### src/hdl/dafs_pkg.sv
// ---------------------------------------------------------------------------
// dafs_pkg: shared definitions of the averaging frame sender
// Sizes, frame codes, register indexes and control structs.
// ---------------------------------------------------------------------------
package dafs_pkg;

  localparam int CHANNELS    = 10;
  localparam int SAMPLE_BITS = 32;
  localparam int SLOT_BITS   = 32;
  localparam int SUM_BITS    = 36;
  localparam int RATIO_W     = 4;
  localparam int FRAME_BYTES = 4 * CHANNELS + 4;
  localparam int IDX_W       = $clog2(FRAME_BYTES);
  localparam int DIV_STEPS   = 7;
  localparam int DIV_CNT_W   = $clog2(DIV_STEPS);
  localparam int CH_W        = (CHANNELS > 1) ? $clog2(CHANNELS) : 1;
  localparam int CFG_IDX_W   = 2;
  localparam int CFG_DATA_W  = 2;

  localparam logic [7:0] FRAME_HEAD0 = 8'h5A;
  localparam logic [7:0] FRAME_HEAD1 = 8'hA5;
  localparam logic [7:0] FRAME_TAIL0 = 8'h0D;
  localparam logic [7:0] FRAME_TAIL1 = 8'h0A;

  typedef enum logic [CFG_IDX_W-1:0] {
    CFG_DECIM  = 2'd0,
    CFG_PIN_EN = 2'd1
  } cfg_idx_e;

  typedef enum logic [1:0] {
    DECIM_1  = 2'd0,
    DECIM_2  = 2'd1,
    DECIM_10 = 2'd2
  } decim_e;

  // steps of the divide by ten, in order
  typedef enum logic [DIV_CNT_W-1:0] {
    DIV_SEED  = 3'd0,
    DIV_ADD4  = 3'd1,
    DIV_ADD8  = 3'd2,
    DIV_ADD16 = 3'd3,
    DIV_ADD32 = 3'd4,
    DIV_REM   = 3'd5,
    DIV_FIX   = 3'd6
  } div_step_e;

  typedef logic [CHANNELS-1:0][SLOT_BITS-1:0] means_t;

  // per-lane accumulate and divide controls
  typedef struct packed {
    logic               acc_en;
    logic               clear;
    logic               start;
    logic               step;
    div_step_e          stage;
    logic [RATIO_W-1:0] ratio;
  } lane_ctrl_t;

  typedef struct packed {
    logic load;
    logic pin_en;
  } snd_load_t;

  function automatic logic [RATIO_W-1:0] ratio_of(input logic [1:0] sel);
    logic [RATIO_W-1:0] r;
    case (sel)
      DECIM_2:  r = RATIO_W'(2);
      DECIM_10: r = RATIO_W'(10);
      default:  r = RATIO_W'(1);
    endcase
    return r;
  endfunction

endpackage

### src/hdl/dafs_sender.sv
// ---------------------------------------------------------------------------
// dafs_sender: frame serializer
// Holds one set of means and streams the 44-byte frame through an output
// register, one byte per cycle while m_axis_tready is high.
// ---------------------------------------------------------------------------
module dafs_sender (
  input  logic                clk_i,
  input  logic                rst_ni,
  input  dafs_pkg::snd_load_t load_i,
  input  dafs_pkg::means_t    means_i,
  output logic                free_o,
  output logic                m_axis_tvalid,
  input  logic                m_axis_tready,
  output logic [7:0]          m_axis_tdata,   // frame_byte
  output logic                m_axis_tlast,
  output logic [0:0]          m_axis_tuser    // data_ready_pin
);
  import dafs_pkg::*;

  localparam logic [IDX_W-1:0] LAST_IDX = IDX_W'(FRAME_BYTES - 1);

  means_t           means_q;
  logic             active_q, active_d;
  logic [IDX_W-1:0] idx_q, idx_d;
  logic             pin_q, pin_d;
  logic             vld_q, vld_d;
  logic [7:0]       data_q, data_d;
  logic             last_q, last_d;
  logic             user_q, user_d;
  logic [IDX_W-1:0] off;
  logic [CH_W-1:0]  ch;
  logic [SLOT_BITS-1:0] word;
  logic [7:0]       byte_val;
  logic             advance;

  always_comb begin
    off  = idx_q - IDX_W'(2);
    ch   = CH_W'(off >> 2);
    word = means_q[ch];
    if (idx_q == IDX_W'(0)) begin
      byte_val = FRAME_HEAD0;
    end else if (idx_q == IDX_W'(1)) begin
      byte_val = FRAME_HEAD1;
    end else if (idx_q == IDX_W'(FRAME_BYTES - 2)) begin
      byte_val = FRAME_TAIL0;
    end else if (idx_q == LAST_IDX) begin
      byte_val = FRAME_TAIL1;
    end else begin
      byte_val = word[8*off[1:0] +: 8];
    end
  end

  assign advance = active_q && (!vld_q || m_axis_tready);

  always_comb begin
    active_d = active_q;
    idx_d    = idx_q;
    pin_d    = pin_q;
    vld_d    = vld_q;
    data_d   = data_q;
    last_d   = last_q;
    user_d   = user_q;
    if (load_i.load) begin
      active_d = 1'b1;
      idx_d    = '0;
      pin_d    = load_i.pin_en;
    end
    if (advance) begin
      vld_d  = 1'b1;
      data_d = byte_val;
      last_d = (idx_q == LAST_IDX);
      user_d = pin_q;
      idx_d  = idx_q + IDX_W'(1);
      if (idx_q == LAST_IDX) begin
        active_d = 1'b0;
      end
    end else if (m_axis_tready) begin
      vld_d = 1'b0;
    end
  end

  always_ff @(posedge clk_i or negedge rst_ni) begin
    if (!rst_ni) begin
      active_q <= 1'b0;
      idx_q    <= '0;
      pin_q    <= 1'b0;
      vld_q    <= 1'b0;
      data_q   <= '0;
      last_q   <= 1'b0;
      user_q   <= 1'b0;
    end else begin
      active_q <= active_d;
      idx_q    <= idx_d;
      pin_q    <= pin_d;
      vld_q    <= vld_d;
      data_q   <= data_d;
      last_q   <= last_d;
      user_q   <= user_d;
    end
  end

  always_ff @(posedge clk_i) begin
    if (load_i.load) begin
      means_q <= means_i;
    end
  end

  assign free_o        = !active_q;
  assign m_axis_tvalid = vld_q;
  assign m_axis_tdata  = data_q;
  assign m_axis_tlast  = last_q;
  assign m_axis_tuser  = user_q;

  a_no_load_while_busy: assert property (@(posedge clk_i) disable iff (!rst_ni)
    load_i.load |-> !active_q)
    else $error("frame loaded while previous frame still streaming");

  a_last_ends_frame: assert property (@(posedge clk_i) disable iff (!rst_ni)
    (advance && idx_q == LAST_IDX) |=> (!active_q && last_q))
    else $error("final byte did not close the frame");

  a_tail_byte: assert property (@(posedge clk_i) disable iff (!rst_ni)
    (vld_q && last_q) |-> (data_q == FRAME_TAIL1))
    else $error("last flag on a byte other than the tail");

endmodule

### config.mk
export PLATFORM = sky130hd
export DESIGN_NAME = dafs_sender
export DESIGN_NICKNAME = d
export VERILOG_FILES = /design/src/hdl/dafs_pkg.sv /design/src/hdl/dafs_sender.sv
export SDC_FILE = /design/constraint.sdc
export NUM_CORES = 1
export LEC_CHECK = 0
export CORE_UTILIZATION = 50
export DETAILED_ROUTE_END_ITERATION = 7
export DONT_BUFFER_PORTS = 1
export SLEW_MARGIN = 20
export SYNTH_ARGS = -nofsm -noshare
export SYNTH_HDL_FRONTEND = slang
export SYNTH_SLANG_ARGS = --single-unit
### constraint.sdc
create_clock -name clk_i -period 3.1 [get_ports clk_i]
set_input_delay 0.93 -clock clk_i [delete_from_list [all_inputs] [get_ports clk_i]]
set_output_delay 0.93 -clock clk_i [all_outputs]
set_load 0.01 [all_outputs]
## Yosys cells after proc, flatten, opt, wreduce, memory -nomap -nowiden

Index checks and enable logic that the tools add are counted.

| operators by class | value |
|---|---|
| add/sub/neg operators | 2 |
| $lt $le $gt $ge | 1 |
| eq/ne operators | 3 |
| shift operators | 1 |
| multiplexer cells | 13 |
| reductions and logical operators | 7 |

Operators by type and width:

| kind | count |
|---|---|
| binary-select mux 32 bit (select 4 bit) | 1 |
| two-way mux 32 bit | 1 |
| two-way mux 8 bit | 4 |
| variable part select 32 x 6 -> 8 bit | 1 |
| equality test 6 bit (second input constant) | 2 |
| two-way mux 6 bit | 2 |
| adder 6 x 1 -> 6 bit (second input constant) | 1 |
| equality test 6 x 1 -> 1 bit (second input constant) | 1 |
| logical NOT 6 bit | 1 |
| subtractor 6 x 2 -> 6 bit (second input constant) | 1 |
| less-than comparator 4 x 5 -> 1 bit (second input constant) | 1 |
| two-way mux 1 bit | 5 |
| nonzero test 2 bit | 2 |
| logical NOT 1 bit | 2 |
| logical AND 1 bit | 1 |
| logical OR 1 bit | 1 |

| word-level totals | value |
|---|---|
| flip-flop bits (word level) | 339 |
| input port bits | 325 |
| output and inout bits | 12 |
| word-level logic and storage cells | 44 |

## Depth between registers and ports, before layout

| logic depth | value |
|---|---|
| depth after elaboration | 8 |
| gate-level depth with buffers | 14 |
| gate-level depth less buffers | 9 |

## Worst setup path after synthesis

Ideal clock, no wire load.

| path | value |
|---|---|
| path kind | reg2reg |
| start point | register idx_q[1] |
| end point | register data_q[3] (netlist: m_axis_tdata[3]) |
| library setup time | 0.130 ns |
| arrival | 2.630 ns |
| data required time | 2.970 ns |
| setup slack | 0.341 ns |
| cell stages (with the launch flop) | 12 |
| path buffers | 2 |
| clock period less this slack | 2.759 ns |
| cell sequence | dfrtp_1 clkbuf_8 inv_1 ha_1 buf_6 xor2_4 mux4_1 mux2i_1 nor3_1 or3_1 a21oi_1 o21ai_0 |

| between the ends | value |
|---|---|
| cells in the longest elaborated chain, start to end | 8 |
| elaborated cells between the ends (all ways) | 12 |
| those cells by class | add/sub (1); eq/ne (3); shift (1); mux (6); reduce/logical (1) |

Ends and longest elaborated chain:

| what | line | RTL |
|---|---|---|
| from (decl) | dafs_sender.sv:24 | `logic [IDX_W-1:0] idx_q, idx_d;` |
| from (signal assigned) | dafs_sender.sv:93 | `idx_q <= idx_d;` |
| subtractor 6 x 2 -> 6 bit | dafs_sender.sv:37 | `off = idx_q - IDX_W'(2);` |
| binary-select mux 32 bit (select 4 bit) | dafs_sender.sv:39 | `word = means_q[ch];` |
| two-way mux 32 bit (not written as such) | dafs_sender.sv:39 |  |
| variable part select 32 x 6 -> 8 bit | dafs_sender.sv:49 | `byte_val = word[8*off[1:0] +: 8];` |
| two-way mux 8 bit | dafs_sender.sv:46 | `end else if (idx_q == LAST_IDX) begin` |
| two-way mux 8 bit | dafs_sender.sv:44 | `end else if (idx_q == IDX_W'(FRAME_BYTES - 2)) begin` |
| two-way mux 8 bit | dafs_sender.sv:42 | `end else if (idx_q == IDX_W'(1)) begin` |
| two-way mux 8 bit (*) | dafs_sender.sv:40 | `if (idx_q == IDX_W'(0)) begin` |
| to (signal assigned) | dafs_sender.sv:96 | `data_q <= data_d;` |
| to (decl) | dafs_sender.sv:27 | `logic [7:0] data_q, data_d;` |

Every way passes the cells marked *; elsewhere a longest branch is shown, timed or not. The select of a mux whose other input is x is not followed.
A chain may end at the register's enable or synchronous reset.

## Final worst setup path

| path | value |
|---|---|
| start point | register idx_q[1] |
| end point | register data_q[1] (netlist: m_axis_tdata[1]) |

Same word-level chain as after synthesis.

==> flow_summary_export.csv <==
group,metric,value,unit
sta,rsz0062_at_grt,"false",
floorplan,die_area,28630,um2
yosys,synth.distinct_cells,62,
route,wire_per_inst,26.83,um
yosys,synth_xor_area_share,0.9578,%
sta,drv_slew,0,
floorplan,core_area,27180,um2
route,drtAntennaViolNets,0,
sta,final.setup.tns,0,ps
placed_design,place_congestion,0.9024,
cts,cts_resized,0,
floorplan,std_cell_rows,60,
grt,grtUsageTotal,22.68,%
critical_path,arrival,3280,ps
yosys,synth.avg_cell_area,17.56,um2
yosys,seq_area_frac_synth,72.15,%
power_and_ir_drop,power_density,816.8,nW/um2
route,num_vias,7338,
grt,grt_remaining_overflow,0,
sta,setup_violations,0,
final_layout,drive_gt1_share,14.71,%
placed_design,place_area,14310,um2
final_layout,fin_area,15510,um2
cts,clock_sinks,339,
yosys,synth-compound-area-share,5.380,%
cts,cts_root_buf,"clkbuf_16",
cts,cts_buffer_depth,3,
route,first_iter_violations,585,
yosys,yosys_warnings,0,
sta,final-hold-violation-count,0,
cts,clk_pin_slew,60,ps
critical_path,worstSetupPathType,"flop to flop",
floorplan,pin_count,337,
final_layout,nNetsFinal,1148,
yosys,synth-adder-area-share,0.5371,%
route,drc,0,
yosys,yosys.area_share.simple,5.622,%
grt,antenna_found_initial,9,
critical_path,critPathRequiredTime,3500,ps
yosys,synth_top_area_share,68.75,%
sta,slew-limit-headroom,47.06,%
placed_design,post-dp-hpwl,22870,um
outcome,status,"complete, no violations",
cts,cts_hold_buf,0,
power_and_ir_drop,ir_worst_vdd,0.5239,mV
critical_path,path_max_fanout,29,
floorplan,initial_utilization,51.43,%
final_layout,area_growth,10.95,%
placed_design,io_buffers,0,
grt,grt_start_max_net_pins,326,
power_and_ir_drop,p_leak,5.370,nW
final_layout,final_common_cell,"edfxtp_1",
yosys,post-synth-top-area-cell,"edfxtp_1",
cts,cts_setup_buffers,0,
cts,clock_latency,510,ps
yosys,async_flop_share,5.605,%
placed_design,place_inst,1151,
cts,h-tree-depth,2,
yosys,synthCells,796,
critical_path,start_kind,"flop",
cts,cts_inserted_buffers,36,
yosys,synthTopCellsByArea,"edfxtp_1 (69%), mux4_1 (4.3%), mux4_2 (3.9%)",
route,via_per_inst,6.010,
sta,fmax,347.2,MHz
final_layout,final_cells,1221,
yosys,synth_area,13980,um2
grt,grt_pass1_wl,47080,um
yosys,ys_dominant_reg_cell,"edfxtp_1",
grt,grt_pass1_vias,7561,
yosys,ys_ff_latch,339,
floorplan,die_h,169.2,um
yosys,synthesis.nets,1127,
job,maxCapViolations,0,
sta,finalCritPeriodShare,92.92,%
route,drt-total-wl,32760,um
final_layout,final_cell_mix,"edfxtp_1 (320), nand2_1 (66), mux2i_1 (47)",
critical_path,cp-end-kind,"flop",
hold_path,min_path_type,"input port to async pin",
yosys,synth_top_family_by_area,"multiplexers",
route,drt-pass1-iter-count,5,
yosys,synthMuxAreaShare,12.36,%
yosys,synth-edff-count,320,
floorplan,dieWidth,169.2,um
sta,worst_pin_slew,794.0,ps
cts,cts_tree,"yes",
power_and_ir_drop,total_power,12.67,mW
sta,finClkSkew,11.65,ps
sta,min_period,2881,ps
==> cells in the mapped netlist (4+ instances only) <==
| master | count |
|---|---|
| nand2_1 | 66 |
| o31ai_1 | 8 |
| ha_1 | 6 |
| inv_1 | 6 |
| buf_2 | 15 |
| nor3_1 | 15 |
| a22oi_1 | 4 |
| edfxtp_1 | 320 |
| a31oi_1 | 4 |
| mux2i_1 | 47 |
| nand2b_1 | 5 |
| nand4_1 | 13 |
| nand3_1 | 17 |
| clkbuf_1 | 6 |
| o21ai_0 | 31 |
| a32oi_1 | 9 |
| mux4_2 | 24 |
| clkbuf_8 | 5 |
| mux2_2 | 10 |
| buf_6 | 10 |
| dfrtp_1 | 19 |
| a21oi_1 | 32 |
| nor2_1 | 35 |
| mux4_1 | 23 |
| a221oi_1 | 6 |
==> through the flow <==
| step | hold WS [ps] | util, % | setup WS [ps] |
|---|---|---|---|
| 2_1_floorplan | 434.8 | - | 340.6 |
| 3_3_place_gp | 452.2 | 52.67 | 237.8 |
| 3_5_place_dp | 469.3 | 52.67 | 243.7 |
| 4_1_cts | 80.32 | 57.01 | 219.0 |
| 5_1_grt | 79.47 | 57.04 | 36.95 |
| 6_report | 106.5 | 57.06 | 219.4 |
==> path summary, 6_finish.rpt <==
check / start / to / slack (ps) / depth (start not counted)
setup reg to reg: idx_q[1]$_DFFE_PN0P_ / m_axis_tdata[1]$_DFFE_PN0P_ / 220 / 10
hold / removal: rst_ni / m_axis_tuser$_DFFE_PN0P_ / 110 / 0
min in group clk_i: pin_q$_DFFE_PN0P_ / m_axis_tuser$_DFFE_PN0P_ / 480 / 2
setup / recovery: idx_q[1]$_DFFE_PN0P_ / m_axis_tdata[1]$_DFFE_PN0P_ / 220 / 10
max in group asynchronous: rst_ni / idx_q[0]$_DFFE_PN0P_ / 2910 / 0
hold reg to reg: pin_q$_DFFE_PN0P_ / m_axis_tuser$_DFFE_PN0P_ / 480 / 2
==> state kept, by name (all words and copies together), names as in the netlist <==
name	count
m_axis_tvalid	1
m_axis_tuser	1
m_axis_tlast	1
m_axis_tdata	8
means_q	320
pin_q	1
active_q	1
idx_q	6
==> metal layers <==
layer	vias up	global-route usage, %	wire [um]
met5	-	0	23
met4	4	8.774	885
met3	62	8.512	3278
met2	351	37.31	16100
met1	3669	27.17	12470
li1	3252	-	-
==> report_power, final <==
part | internal, mW | total (mW) | switching [mW]
sequential | 5.46 | 5.66 | 0.205
combinational | 1.20 | 2.72 | 1.52
clock | 2.61 | 4.28 | 1.67
==> worst max-delay path, cell delays in order, from the launching register on <==
cell and delay [ps]:
dfrtp_1 400, inv_1 130, ha_4 260, xor2_4 190, buf_12 240, buf_4 370
mux4_2 550, mux2i_1 270, a21oi_1 120, a21oi_1 130, a21oi_1 80
==> cell type report <==
type / instances / area [um2]
inverter: 7 / 26.28
clock inverter: 17 / 216.5
sequential: 339 / 10090
antenna: 6 / 15.01
fill: 2109 / 11670
clock buffer: 47 / 963.4
tap: 372 / 465.4
multi-input combinational: 405 / 3487
timing repair buffer: 28 / 247.7
==> cell families (layout without fill, tap and decap cells) <==
logic type / count (synthesis) / count (layout)
flops: 339 / 339
mux: 104 / 104
compound gates: 117 / 117
other cells: 0 / 6
xor+xnor: 8 / 8
buf+inv: 52 / 99
fa+ha+maj: 6 / 6
simple gates: 170 / 170
No activity file was read; power rests on OpenSTA's default activity.
