**config.mk**
```make
export PLATFORM = sky130hd
export DESIGN_NAME = dafs_lane
export DESIGN_NICKNAME = d
export VERILOG_FILES = /design/src/hdl/dafs_pkg.sv /design/src/hdl/dafs_lane.sv
export SDC_FILE = /design/constraint.sdc
export NUM_CORES = 1
export LEC_CHECK = 0
export BUFFER_PORTS_ARGS = -buffer_cell sky130_fd_sc_hd__buf_4
export CAP_MARGIN = 10
export CORE_MARGIN = 5
export CORE_UTILIZATION = 40
export DETAILED_ROUTE_END_ITERATION = 10
export HOLD_SLACK_MARGIN = 0.02
export PLACE_DENSITY = 0.55
export SYNTH_ARGS = -nofsm -noshare
export SYNTH_HDL_FRONTEND = slang
export SYNTH_SLANG_ARGS = --single-unit
```
**constraint.sdc**
```tcl
create_clock -name clk_i -period 4.8 [get_ports clk_i]
set_clock_uncertainty 0.2 [all_clocks]
set_input_delay 0.48 -clock clk_i [delete_from_list [all_inputs] [get_ports clk_i]]
set_output_delay 0.48 -clock clk_i [all_outputs]
set_load 0.005 [all_outputs]
```
**src/hdl/dafs_pkg.sv**
```systemverilog
// ---------------------------------------------------------------------------
// dafs_pkg: shared definitions of the averaging frame sender
// Sizes, frame codes, register indexes and control structs.
// ---------------------------------------------------------------------------
package dafs_pkg;

  localparam int CHANNELS    = 10;
  localparam int SAMPLE_BITS = 32;
  localparam int SLOT_BITS   = 32;
  localparam int SUM_BITS    = 36;
  localparam int RATIO_W     = 4;
  localparam int FRAME_BYTES = 4 * CHANNELS + 4;
  localparam int IDX_W       = $clog2(FRAME_BYTES);
  localparam int DIV_STEPS   = 7;
  localparam int DIV_CNT_W   = $clog2(DIV_STEPS);
  localparam int CH_W        = (CHANNELS > 1) ? $clog2(CHANNELS) : 1;
  localparam int CFG_IDX_W   = 2;
  localparam int CFG_DATA_W  = 2;

  localparam logic [7:0] FRAME_HEAD0 = 8'h5A;
  localparam logic [7:0] FRAME_HEAD1 = 8'hA5;
  localparam logic [7:0] FRAME_TAIL0 = 8'h0D;
  localparam logic [7:0] FRAME_TAIL1 = 8'h0A;

  typedef enum logic [CFG_IDX_W-1:0] {
    CFG_DECIM  = 2'd0,
    CFG_PIN_EN = 2'd1
  } cfg_idx_e;

  typedef enum logic [1:0] {
    DECIM_1  = 2'd0,
    DECIM_2  = 2'd1,
    DECIM_10 = 2'd2
  } decim_e;

  // steps of the divide by ten, in order
  typedef enum logic [DIV_CNT_W-1:0] {
    DIV_SEED  = 3'd0,
    DIV_ADD4  = 3'd1,
    DIV_ADD8  = 3'd2,
    DIV_ADD16 = 3'd3,
    DIV_ADD32 = 3'd4,
    DIV_REM   = 3'd5,
    DIV_FIX   = 3'd6
  } div_step_e;

  typedef logic [CHANNELS-1:0][SLOT_BITS-1:0] means_t;

  // per-lane accumulate and divide controls
  typedef struct packed {
    logic               acc_en;
    logic               clear;
    logic               start;
    logic               step;
    div_step_e          stage;
    logic [RATIO_W-1:0] ratio;
  } lane_ctrl_t;

  typedef struct packed {
    logic load;
    logic pin_en;
  } snd_load_t;

  function automatic logic [RATIO_W-1:0] ratio_of(input logic [1:0] sel);
    logic [RATIO_W-1:0] r;
    case (sel)
      DECIM_2:  r = RATIO_W'(2);
      DECIM_10: r = RATIO_W'(10);
      default:  r = RATIO_W'(1);
    endcase
    return r;
  endfunction

endpackage

```
**src/hdl/dafs_lane.sv**
```systemverilog
// ---------------------------------------------------------------------------
// dafs_lane: one channel lane
// Accumulates samples into a 36-bit sum and divides a captured sum by the
// ratio with a few shift-and-add steps, then saturates the mean.
// ---------------------------------------------------------------------------
module dafs_lane (
  input  logic                        clk_i,
  input  logic                        rst_ni,
  input  dafs_pkg::lane_ctrl_t        ctrl_i,
  input  logic [dafs_pkg::SLOT_BITS-1:0] sample_i,
  output logic [dafs_pkg::SLOT_BITS-1:0] mean_o
);
  import dafs_pkg::*;

  localparam logic [SUM_BITS-1:0] SAT_POS = SUM_BITS'((64'd1 << (SAMPLE_BITS - 1)) - 64'd1);
  localparam logic [SUM_BITS-1:0] SAT_NEG = SUM_BITS'(64'd1 << (SAMPLE_BITS - 1));

  logic [SUM_BITS-1:0] sum_q, sum_d, sum_next;
  logic [SUM_BITS-1:0] mag_q, mag_d;
  logic [SUM_BITS-1:0] quo_q, quo_d;
  logic [4:0]          rem_q, rem_d;
  logic                neg_q, neg_d;
  logic [SUM_BITS-1:0] rem_full;
  logic [SUM_BITS-1:0] sel_mag;
  logic [SUM_BITS-1:0] lim, neg_val;
  logic [SAMPLE_BITS-1:0] res;

  assign sum_next = sum_q + SUM_BITS'(signed'(sample_i[SAMPLE_BITS-1:0]));

  always_comb begin
    sum_d = sum_q;
    if (ctrl_i.acc_en) begin
      sum_d = ctrl_i.clear ? '0 : sum_next;
    end
  end

  // divide by ten: series for 0.8 of the magnitude, shift by three, then
  // the estimate is at most one low and a remainder check fixes it
  always_comb begin
    rem_full = mag_q - ((quo_q << 3) + (quo_q << 1));
    mag_d = mag_q;
    quo_d = quo_q;
    rem_d = rem_q;
    neg_d = neg_q;
    if (ctrl_i.start) begin
      neg_d = sum_next[SUM_BITS-1];
      mag_d = sum_next[SUM_BITS-1] ? (~sum_next + SUM_BITS'(1)) : sum_next;
    end else if (ctrl_i.step) begin
      case (ctrl_i.stage)
        DIV_SEED:  quo_d = (mag_q >> 1) + (mag_q >> 2);
        DIV_ADD4:  quo_d = quo_q + (quo_q >> 4);
        DIV_ADD8:  quo_d = quo_q + (quo_q >> 8);
        DIV_ADD16: quo_d = quo_q + (quo_q >> 16);
        DIV_ADD32: quo_d = (quo_q + (quo_q >> 32)) >> 3;
        DIV_REM:   rem_d = rem_full[4:0];
        DIV_FIX:   quo_d = quo_q + SUM_BITS'(rem_q > 5'd9);
        default:   ;
      endcase
    end
  end

  always_ff @(posedge clk_i or negedge rst_ni) begin
    if (!rst_ni) begin
      sum_q <= '0;
    end else begin
      sum_q <= sum_d;
    end
  end

  always_ff @(posedge clk_i) begin
    mag_q <= mag_d;
    quo_q <= quo_d;
    rem_q <= rem_d;
    neg_q <= neg_d;
  end

  always_comb begin
    case (ctrl_i.ratio)
      RATIO_W'(1): sel_mag = mag_q;
      RATIO_W'(2): sel_mag = mag_q >> 1;
      default:     sel_mag = quo_q;
    endcase
  end

  // saturate the magnitude, then restore the sign
  always_comb begin
    if (neg_q) begin
      lim     = (sel_mag > SAT_NEG) ? SAT_NEG : sel_mag;
      neg_val = ~lim + SUM_BITS'(1);
      res     = neg_val[SAMPLE_BITS-1:0];
    end else begin
      lim     = (sel_mag > SAT_POS) ? SAT_POS : sel_mag;
      neg_val = lim;
      res     = lim[SAMPLE_BITS-1:0];
    end
  end

  assign mean_o = SLOT_BITS'(signed'(res));

endmodule

```
======== After elaboration in Yosys (flattened, before gate mapping) ========
Cells that the tools add are included.
operators by class
  bitwise logic cells ..................... 3
  add/subtract/negate cells ............... 11
  reductions and logical operators ........ 4
  order comparisons ....................... 3
  eq/ne operators ......................... 8
  muxes and demuxes ....................... 7
operators with widths
  cell                   count
  $pmux 36 s6            1
  $mux 32                3
  $pmux 36 s2            1
  $add 35x34->36         1
  $add 36x1->36          1
  $add 36x1->36 const B  1
  $add 36x20->36         1
  $add 36x28->36         1
  $add 36x32->36         1
  $add 36x36->36         1
  $add 36x4->36          1
  $gt 36x31->1 const B   1
  $gt 36x32->1 const B   1
  $mux 36                1
  $not 36->36            1
  $mux 35                1
  $add 32x1->32 const B  1
  $not 32->32            1
  $eq 3x3->1 const B     3
  $eq 3x2->1 const B     2
  $reduce_and 3->1       2
  $reduce_bool 6->1      1
  $add 5x5->5            1
  $gt 5x4->1 const B     1
  other kinds (6)        6
storage, ports and cells
  input bits .............................. 45
  register bits ........................... 114

======== Logic depth before layout (Yosys ltp) ========
Gate-level depths: netlist (run 1).
  word-level depth ........................ 7
  gate-level depth with buffers ........... 19
  gate-level depth less buffers ........... 16

======== Worst setup path before layout (run 1) ========
No wires, ideal clock.
  path kind ............................... in2reg
  from .................................... in ctrl_i[5] in the netlist's numbering
  to ...................................... reg quo_q[35], data pin
  data required time ...................... 4338 ps
  data arrival time ....................... 4097 ps
  stages on the path ...................... 17
  path slack .............................. 240 ps
  setup time .............................. 262 ps
  buffers on the path ..................... 3
  path through ............................ clkbuf_1 > nor2b_1 > and2_1 > clkbuf_1 > buf_1 > a221o_1 > ha_1 > a21o_1 > a21o_1 > a2111oi_0 > a2bb2oi_1 > o21ai_0 > a211oi_1 > o21ai_0 > a21oi_1 > mux2i_1 > nand3_1
on the way
  longest elaborated chain between the ends .. 2
ends and longest elaborated chain
  item                                      line             text
  from (decl)                               dafs_lane.sv:9   input dafs_pkg::lane_ctrl_t ctrl_i,
  $eq 3x3->1, or another cell as far along  dafs_lane.sv:49  case (ctrl_i.stage)
  $pmux 36 s6 *                             dafs_lane.sv:49
  to (signal assigned)                      dafs_lane.sv:72  quo_q <= quo_d;
  to (decl)                                 dafs_lane.sv:20  logic [SUM_BITS-1:0] quo_q, quo_d;
Every way passes the cells marked *; elsewhere a longest branch is shown, timed or not.
A chain may end at the register's enable or synchronous reset.

======== Worst setup path after layout (run 1) ========
  from .................................... reg mag_q[2]
  to ...................................... out mean_o[14] in the netlist's numbering
on the way
  longest elaborated chain between the ends .. 6
ends and longest elaborated chain
  item                    line             text
  from (decl)             dafs_lane.sv:19  logic [SUM_BITS-1:0] mag_q, mag_d;
  from (signal assigned)  dafs_lane.sv:71  mag_q <= mag_d;
  $pmux 36 s2 *           dafs_lane.sv:78  case (ctrl_i.ratio)
  $gt 36x32->1            dafs_lane.sv:88  lim = (sel_mag > SAT_NEG) ? SAT_NEG : sel_mag;
  $mux 32                 dafs_lane.sv:88
  $not 32->32             dafs_lane.sv:89  neg_val = ~lim + SUM_BITS'(1);
  $add 32x1->32           dafs_lane.sv:89
  $mux 32 *               dafs_lane.sv:87  if (neg_q) begin
  to (decl)               dafs_lane.sv:11  output logic [dafs_pkg::SLOT_BITS-1:0] mean_o
Marked as above.

==> reports/metrics.yaml, run 1 <==
num-fill-cells: 3568
design.core.area_mm2: 0.0365
cts.sinks: 113
synth_top_cell_by_area: "edfxtp_1"
seqCellArea_mm2: 0.00321
start_kind: "register"
drive_above_1_share: 0.153
fin_util: 0.473
rsz0062_at_grt: "yes"
grt_pass1_vias: 14400
htreeDepth: 4
grt_overflow: 0
crit_end: "mean_o[14]"
final_cells: 2445
track_usage: 0.253
drcViolationCount: 0
clockBufferDepth: 2
nNetsFinal: 2127
routabilityCongestion: 0.974
peakVddDrop_v: 0.000387
ys_seq_area_frac: 0.217
antennaDiodeCount: 0
min_period_ns: 4.72
synthCells: 1853
p_sw_w: 0.00569
vias: 15200
synth_edf_count: 77
worstRegToRegCells: 13
cp-startpoint: "mag_q[2]$_DFFE_PP_"
first_pass_iters: 6
rows: 70
hold_class: "in -> reg"
synth_top_area_share: 0.156
dpl_cell_area_mm2: 0.0164
tightest_slew_ns: 0.988
fmax_mhz: 212
r2r_end: "quo_q[34]$_DFFE_PP_"
dieArea_mm2: 0.0409
ant_nets: 0
syn-cell-area_mm2: 0.0148
worstSetupPathType: "reg -> out"
wire_per_inst_um: 22.0
setup_viol: 0
relSlewSlack: 0.341
antenna_found_initial: 0
p_seq_frac: 0.193
layout_commonest_cell: "buf_4"
slew_violations: 0
stdcell_area_mm2: 0.0173
synth-async-reset-ratio: 0.319
pwr_density_cell_mw_per_mm2: 678
die_x_um: 202
multi_input_comb_area_mm2: 0.0111
placedCellCount: 2403
grt_pass1_wl_um: 83000
grt_max_degree: 47
outcome: "completed"
worst_r2r_startpoint: "quo_q[19]$_DFFE_PP_"
synth_cell_type_count: 90
p_int_w: 0.00602
io_pins: 77
ys_warn_count: 0
cts_tree: "done"
crit_arrival_ns: 4.04
path_clk_slew_ns: 0.06
wl_um: 53800
switching_share: 0.486
synth-seq-cells: 113
path_max_fanout: 3
dr.first_iter.drc_count: 1203
ys_top_cells_by_area: "edfxtp_1 16%, ha_1 9.6%, dfrtp_1 6.1%"
synth_top_flop_cell: "edfxtp_1"
cp.required_ns: 4.12
clk_latency_ns: 0.43
hpwl_um: 42400
whs_ns: 0.0563
start_util: 0.405
cap_violations: 0
cts_buffers: 17
final_cell_mix: "208 x buf_4, 147 x nand2_1, 145 x o21ai_0, 118 x a21oi_1, 112 x ha_1"
r2r_slack_ns: 0.46
syn_nets: 2015
clkPwrFrac: 0.119
report.final.hold_viol_count: 0
io_buffers: 76
routed_via_density: 6.23
finalCritPeriodShare: 0.984
area_growth_pct: 16.8
pwr-share-comb: 0.688
dieHeight_um: 202
cts_root_buf: "clkbuf_16"
avgSynthCellArea_um2: 7.99
p_leak_nw: 7.06
end_kind: "output port"
-- metal layers --
| layer | GRT usage | wire, um |
|---|---|---|
| met5 | 0 | 0 |
| met1 | 0.337 | 23500 |
| met4 | 0.0854 | 1750 |
| met3 | 0.0292 | 2820 |
| met2 | 0.429 | 25700 |
-- how the worst min path moves through the flow --
stage | from | to | slack (ns) | cells past startpoint
floorplan | rst_ni | sum_q[0]$_DFFE_PN0P_ | -0.02 | 0
global placement | sum_q[0]$_DFFE_PN0P_ | sum_q[0]$_DFFE_PN0P_ | 0.27 | 2
detailed placement | rst_ni | sum_q[28]$_DFFE_PN0P_ | 0.28 | 1
CTS | ctrl_i[9] | sum_q[0]$_DFFE_PN0P_ | 0.04 | 2
global route | ctrl_i[9] | sum_q[0]$_DFFE_PN0P_ | 0.05 | 2
finish | ctrl_i[9] | sum_q[0]$_DFFE_PN0P_ | 0.06 | 2
-- registers in the layout (all words and copies together), names as in the netlist --
register / flops
quo_q: 36
sum_q: 36
mag_q: 36
rem_q: 4
neg_q: 1
-- stage by stage --
step	total power [W]	setup WS [ns]	TNS [ns]
after CTS	0.0116	0.0145	0
after global routing	0.0126	-0.105	-0.342
after global placement	0.0101	0.113	0
after floorplan	0.00755	0.240	0
after detailed placement	0.0101	0.132	0
final	0.0117	0.0792	0
-- layout make-up --
class | count | area share
Clock inverter | 12 | 0.0110
Tap cell | 468 | 0.0339
Timing Repair Buffer | 212 | 0.0934
Sequential cell | 113 | 0.186
Multi-Input combinational cell | 1573 | 0.640
Inverter | 48 | 0.0104
Clock buffer | 19 | 0.0251
-- power groups by stage --
stage | Clock, W | Sequential, W | Combinational, W
after floorplan | 0 | 0.00190 | 0.00564
after global placement | 0 | 0.00226 | 0.00784
after detailed placement | 0 | 0.00225 | 0.00790
after CTS | 0.00141 | 0.00223 | 0.00794
after global routing | 0.00146 | 0.00229 | 0.00883
final | 0.00139 | 0.00226 | 0.00805
-- cell families after synthesis --
kind of cell,count (synthesis),share of synthesized area
buf+inv,167,0.0454
flops,113,0.217
mux,8,0.00541
xor+xnor,148,0.0876
fa+ha+maj,117,0.101
simple gates,610,0.217
compound gates,690,0.326
-- synth_stat cells, drive strengths merged, types with 24 or more instances --
library cell / count
dfrtp: 36
clkbuf: 95
nor2b: 61
xnor2: 84
o21a: 26
ha: 113
nor3: 40
buf: 24
o21ai: 157
nand3: 51
a22o: 46
a21oi: 120
or3: 35
nor4: 32
inv: 47
nand2: 147
o221ai: 27
xor2: 64
nor2: 113
a221o: 26
edfxtp: 77
a21o: 62
a22oi: 39
-- critical path, stage by stage (launching register included) --
cell,delay (ns)
edfxtp_1,0.46
or4_4,0.58
o41ai_4,0.25
a41oi_2,0.18
nor4b_2,0.35
a31oi_1,0.15
nor2_1,0.20
nand2_1,0.09
ha_2,0.21
nand4_1,0.22
buf_4,0.17
nor2_2,0.03
or3_1,0.34
a21oi_1,0.15
a21oi_1,0.06
buf_4,0.16
-- what timing repair did --
item / 4_1_cts / 5_1_grt
endpoints found under the setup margin: 3 / 15
hold buffers: 1 / 0
pin swaps: 0 / 12
hold endpoints to repair: 36 / 0
setup buffers: 1 / 9
gates resized for setup: 1 / 33
(Power assumes the default switching activity.)
==> inputs of run 2 (changes only) <==
--- a/config.mk
+++ b/config.mk
@@ -7,7 +7,6 @@
 export LEC_CHECK = 0
 export BUFFER_PORTS_ARGS = -buffer_cell sky130_fd_sc_hd__buf_4
 export CAP_MARGIN = 10
-export CORE_MARGIN = 5
 export CORE_UTILIZATION = 40
 export DETAILED_ROUTE_END_ITERATION = 10
 export HOLD_SLACK_MARGIN = 0.02
==> run 2 against run 1 <==
Largest cell class unchanged. Sequential cell count is the same. Critical endpoint unchanged. Maximum frequency grew 0.21%. Sequential share of layout area grew 0.15 points.
==> reports/metrics.yaml, run 2 (synthesis results as in run 1) <==
outcome: "completed"
grt_max_degree: 40  # -15%
path_clk_slew_ns: 0.05  # about the same
io_buffers: 76  # unchanged
peakVddDrop_v: 0.000383  # -1.0%
crit_arrival_ns: 4.03  # about the same
dr.first_iter.drc_count: 1321  # +9.8%
clk_latency_ns: 0.43  # about the same
routed_via_density: 6.27  # +0.68%
end_kind: "output port"
htreeDepth: 4  # unchanged
num-fill-cells: 3614  # +1.3%
fin_ws_ns: 0.0889  # +0.00968 ns
cp.required_ns: 4.12  # about the same
path_max_fanout: 4  # +1
placedCellCount: 2380  # -0.96%
dieHeight_um: 194  # -4.0%
fmax_mhz: 212  # +0.21%
final_cell_mix: "192 x buf_4, 147 x nand2_1, 147 x o21ai_0, 118 x a21oi_1, 113 x ha_1"
design.core.area_mm2: 0.0365  # unchanged
area_growth_pct: 15.8
grt_overflow: 0  # unchanged
worstRegToRegCells: 15  # +2
vias: 15200  # -0.020%
cts.sinks: 113  # unchanged
clockBufferDepth: 2  # unchanged
drcViolationCount: 0  # unchanged
top_layer: "met4"
hold_class: "in -> reg"
power_w: 0.0117  # about the same
routabilityCongestion: 0.946  # -2.9%
slew_violations: 0  # unchanged
largest_registers: "mag_q (36), quo_q (36), sum_q (36)"
min_period_ns: 4.71  # -0.00968 ns
io_pins: 77  # unchanged
tightest_slew_ns: 0.988  # +0.000214 ns
p_leak_nw: 6.99  # -1.1%
report.final.hold_viol_count: 0  # unchanged
worstSetupPathType: "reg -> out"
worst_r2r_startpoint: "quo_q[10]$_DFFE_PP_"
wl_um: 53600  # -0.41%
crit_end: "mean_o[14]"
hpwl_um: 41700  # -1.7%
finalCritPeriodShare: 0.981  # -0.00202
pwr_density_cell_mw_per_mm2: 683  # +0.85%
ant_nets: 0  # unchanged
nNetsFinal: 2109  # -0.85%
relSlewSlack: 0.341  # about the same
dieArea_mm2: 0.0378  # -7.8%
final_cells: 2428  # -0.70%
first_pass_iters: 5  # -1
layout_commonest_cell: "buf_4"
cp-startpoint: "mag_q[2]$_DFFE_PP_"
cts_tree: "done"
antenna_found_initial: 0  # unchanged
cap_violations: 0  # unchanged
cts_buffers: 17  # unchanged
start_kind: "register"
route.met3.wl_um: 2770  # -1.8%
setup_viol: 0  # unchanged
start_util: 0.405  # unchanged
wire_per_inst_um: 22.1  # +0.28%
grt_pass1_vias: 14400  # -0.44%
die_x_um: 194  # -4.0%
r2r_end: "quo_q[33]$_DFFE_PP_"
antennaDiodeCount: 0  # unchanged
rows: 70  # unchanged
cts_root_buf: "clkbuf_16"
r2r_slack_ns: 0.35  # -0.11 ns
track_usage: 0.282  # +0.0283
wl_met2_um: 25700  # about the same
grt_pass1_wl_um: 83500  # +0.53%
drt-met1-wl_um: 23600  # +0.11%
pre_cts_ws_ns: -0.00137  # -0.134 ns
drive_above_1_share: 0.144  # -0.00887
## run 2: changes by cell type in the layout (fill, tap and decap cells not counted), sizes merged
cell / previous run / this run
bufinv: 5 / 6
buf: 211 / 193
clkbuf: 19 / 18
clkinv: 7 / 8
## run 2: final cells by class
type	instances	area, um^2	area share
well taps	468	586	0.0342
inverters	48	180	0.0105
clock buffers	18	439	0.0256
flip-flops and latches	113	3210	0.187
repair buffers	194	1470	0.0859
multi-input cells	1573	11000	0.643
clock inverters	14	236	0.0138
## run 2: how the worst min path moves through the flow
stage                            to  cells past startpoint  slack (ns)                  from
2_1_floorplan  sum_q[0]$_DFFE_PN0P_                      0       -0.02                rst_ni
3_3_place_gp   sum_q[0]$_DFFE_PN0P_                      2        0.27  sum_q[0]$_DFFE_PN0P_
6_report       sum_q[0]$_DFFE_PN0P_                      2        0.06             ctrl_i[9]
4_1_cts        sum_q[0]$_DFFE_PN0P_                      2        0.04             ctrl_i[9]
3_5_place_dp   sum_q[0]$_DFFE_PN0P_                      2        0.28  sum_q[0]$_DFFE_PN0P_
5_1_grt        sum_q[0]$_DFFE_PN0P_                      2        0.06             ctrl_i[9]
## run 2: per-layer routing
metal | track usage | vias to the layer above
li1 | - | 7274
met2 | 0.475 | 536
met3 | 0.0250 | 91
met4 | 0.0967 | 0
met1 | 0.377 | 7321
met5 | 0 | -
## run 2: through the flow
| stage | hold slack, ns | instance area (um^2) | utilization | TNS, ns |
|---|---|---|---|---|
| global placement | 0.269 | 16200 | 0.445 | 0 |
| floorplan | -0.0156 | 14800 | - | 0 |
| global route | 0.0582 | 17100 | 0.469 | -0.183 |
| CTS | 0.0441 | 16900 | 0.464 | 0 |
| detailed placement | 0.278 | 16200 | 0.445 | -0.00137 |
| finish | 0.0596 | 17100 | 0.469 | 0 |
## run 2: report_power, final
group / internal, W / switching [W]
combinational: 0.00338 / 0.00458
clock: 0.000986 / 0.000497
sequential: 0.00165 / 0.000614
## run 2: what timing repair did
| action | 4_1_cts | 5_1_grt |
|---|---|---|
| endpoints found under the hold margin | 36 | 0 |
| pin swaps | 0 | 8 |
| resized for setup | 2 | 20 |
| hold buffers | 1 | 0 |
| endpoints found under the setup margin | 5 | 16 |
| buffers inserted | 1 | 14 |
## run 2: worst max-delay path, stage by stage (launching register included)
cell      delay (ns)
edfxtp_1        0.44
or4_1           0.57
o41ai_2         0.23
a41oi_1         0.24
nor4b_2         0.37
a31oi_2         0.15
nor2_2          0.19
nand2_1         0.08
ha_1            0.24
nand4_1         0.15
buf_4           0.17
nor2_1          0.05
or3_1           0.34
a21oi_1         0.16
a21oi_1         0.06
buf_4           0.17
==> inputs of run 3 (changes only) <==
==> constraint.sdc (replaced) <==
create_clock -name clk_i -period 4.8 [get_ports clk_i]
set_clock_uncertainty 0.2 [all_clocks]
set_input_delay 0 -clock clk_i [delete_from_list [all_inputs] [get_ports clk_i]]
set_output_delay 0 -clock clk_i [all_outputs]
set_load 0.005 [all_outputs]
==> run 3 against run 2 <==
Power decreased by 3.2%. Worst hold slack got worse by 0.015 ns. Global-route usage decreased by 0.51 points.
==> reports/metrics.yaml, run 3 (synthesis results as in run 1) <==
peakVddDrop_v: 0.000359  # -6.4%
layout_commonest_cell: "o21ai_0"
largest_registers: "mag_q (36), quo_q (36), sum_q (36)"
crit_arrival_ns: 4.51  # +0.48 ns
clk_latency_ns: 0.45  # +0.02 ns
multi_input_comb_area_mm2: 0.0109  # -0.91%
holdPathStages: 4  # +2
finalCritPeriodShare: 0.944  # -0.0373
design.core.area_mm2: 0.0365  # unchanged
die_x_um: 194  # unchanged
dieHeight_um: 194  # unchanged
first_pass_iters: 6  # +1
grt_max_degree: 40  # unchanged
io_buffers: 76  # unchanged
hold_start: "sample_i[31]"
wire_per_inst_um: 21.9  # -0.59%
drcViolationCount: 0  # unchanged
cap_violations: 0  # unchanged
io_pins: 77  # unchanged
vias: 15000  # -1.6%
power_w: 0.0113  # -3.2%
dr.first_iter.drc_count: 1209  # -8.5%
min_period_ns: 4.53  # -0.179 ns
hpwl_um: 40600  # -2.7%
final_cell_mix: "150 x o21ai_0, 149 x buf_4, 147 x nand2_1, 120 x a21oi_1"
cts_root_buf: "clkbuf_16"
hold_buffers: 12  # +11
pwr_density_cell_mw_per_mm2: 678  # -0.73%
cts_setup_buffers: 0  # -1
slew_violations: 0  # unchanged
tightest_slew_ns: 0.909  # -0.0796 ns
grt_overflow: 0  # unchanged
drive_above_1_share: 0.118  # -0.0266
dieArea_mm2: 0.0378  # unchanged
worstSetupPathType: "reg -> reg"
routed_via_density: 6.25  # -0.27%
path_max_fanout: 7  # +3
p_leak_nw: 6.73  # -3.7%
start_util: 0.405  # unchanged
min_to: "sum_q[33]$_DFFE_PN0P_"
r2r_slack_ns: 0.27  # -0.08 ns
outcome: "completed"
start_kind: "register"
rows: 70  # unchanged
cp-startpoint: "quo_q[32]$_DFFE_PP_"
cts_buffers: 17  # unchanged
setup_viol: 0  # unchanged
grt_pass1_wl_um: 81200  # -2.7%
cts_tree: "done"
relSlewSlack: 0.394  # +0.0531
cp.required_ns: 4.78  # +0.66 ns
final.setup.tns_ns: 0  # unchanged
nNetsFinal: 2076  # -1.6%
track_usage: 0.277  # -0.00507
cts_resized: 0  # -2
antenna_found_initial: 0  # unchanged
ant_nets: 0  # unchanged
clockBufferDepth: 2  # unchanged
fmax_mhz: 221  # +3.9%
area_growth_pct: 12.9
report.final.hold_viol_count: 0  # unchanged
wl_um: 52500  # -1.9%
grt_pass1_vias: 14100  # -2.1%
worst_r2r_startpoint: "quo_q[32]$_DFFE_PP_"
hold_class: "in -> reg"
path_clk_slew_ns: 0.06  # about the same
seqCellArea_mm2: 0.00321  # unchanged
num-fill-cells: 3614  # unchanged
htreeDepth: 4  # unchanged
cts.sinks: 113  # unchanged
end_kind: "register"
worstRegToRegCells: 14  # -1
routabilityCongestion: 0.911  # -3.7%
r2r_end: "quo_q[35]$_DFFE_PP_"
rsz0062_at_grt: "no"
run 3: cell count changes in the layout (fill, tap and decap cells not counted), moves of 3 or more:
cell | previous run | this run
buf_4 | 192 | 149
clkinvlp_4 | 1 | 4
o21ai_0 | 147 | 150
inv_6 | 0 | 3
o21ai_1 | 10 | 7
dlygate4sd3_1 | 1 | 11
o221ai_1 | 24 | 27
o221ai_2 | 3 | 0
bufinv_16 | 6 | 1
run 3: report_power, final:
group | switching, W | total [W] | internal, W
sequential | 0.000609 | 0.00226 | 0.00165
combinational | 0.00452 | 0.00782 | 0.00330
clock | 0.000532 | 0.00125 | 0.000714
run 3: critical path, stage by stage (launching register included):
cell	delay [ns]
edfxtp_1	0.50
inv_1	0.29
o21ai_0	0.17
a221o_1	0.37
ha_1	0.34
a21o_1	0.19
a21o_1	0.17
a2111oi_0	0.39
a2bb2oi_1	0.26
o21ai_0	0.15
a211oi_1	0.44
o21ai_0	0.21
a21oi_1	0.30
mux2i_1	0.21
nand3_1	0.08
run 3: worst max-delay path by stage:
stage | end | depth (start not counted)
2_1_floorplan | quo_q[35]$_DFFE_PP_ | 17
3_3_place_gp | quo_q[30]$_DFFE_PP_ | 15
3_5_place_dp | quo_q[35]$_DFFE_PP_ | 14
4_1_cts | mean_o[28] | 16
5_1_grt | mean_o[22] | 17
6_report | quo_q[35]$_DFFE_PP_ | 14
run 3: per-stage QoR:
| stage | std cells | setup slack [ns] | cell area [um^2] | utilization | hold slack [ns] |
|---|---|---|---|---|---|
| 5_1_grt | 2395 | 0.0284 | 16700 | 0.457 | 0.0862 |
| 6_report | 2396 | 0.268 | 16700 | 0.457 | 0.0446 |
| 4_1_cts | 2395 | 0.316 | 16700 | 0.457 | 0.0232 |
| 3_5_place_dp | 2351 | 0.389 | 16000 | 0.438 | -0.184 |
| 2_1_floorplan | 1853 | 0.720 | 14800 | - | -0.496 |
| 3_3_place_gp | 2351 | 0.462 | 16000 | 0.438 | -0.190 |
run 3: layer usage:
| layer | up-vias | part of all wire | global-route usage |
|---|---|---|---|
| met1 | 7156 | 0.44 | 0.358 |
| met5 | - | 0 | 0 |
| li1 | 7222 | - | - |
| met4 | 0 | 0.031 | 0.102 |
| met3 | 95 | 0.054 | 0.0356 |
| met2 | 508 | 0.48 | 0.470 |
run 3: cell type report:
class                      instances  area share
inverter                          48      0.0108
tap                              468      0.0351
clock buffer                      17      0.0255
antenna                            1    0.000150
sequential                       113       0.192
multi-input combinational       1573       0.653
timing repair buffer             161      0.0748
clock inverter                    15     0.00816
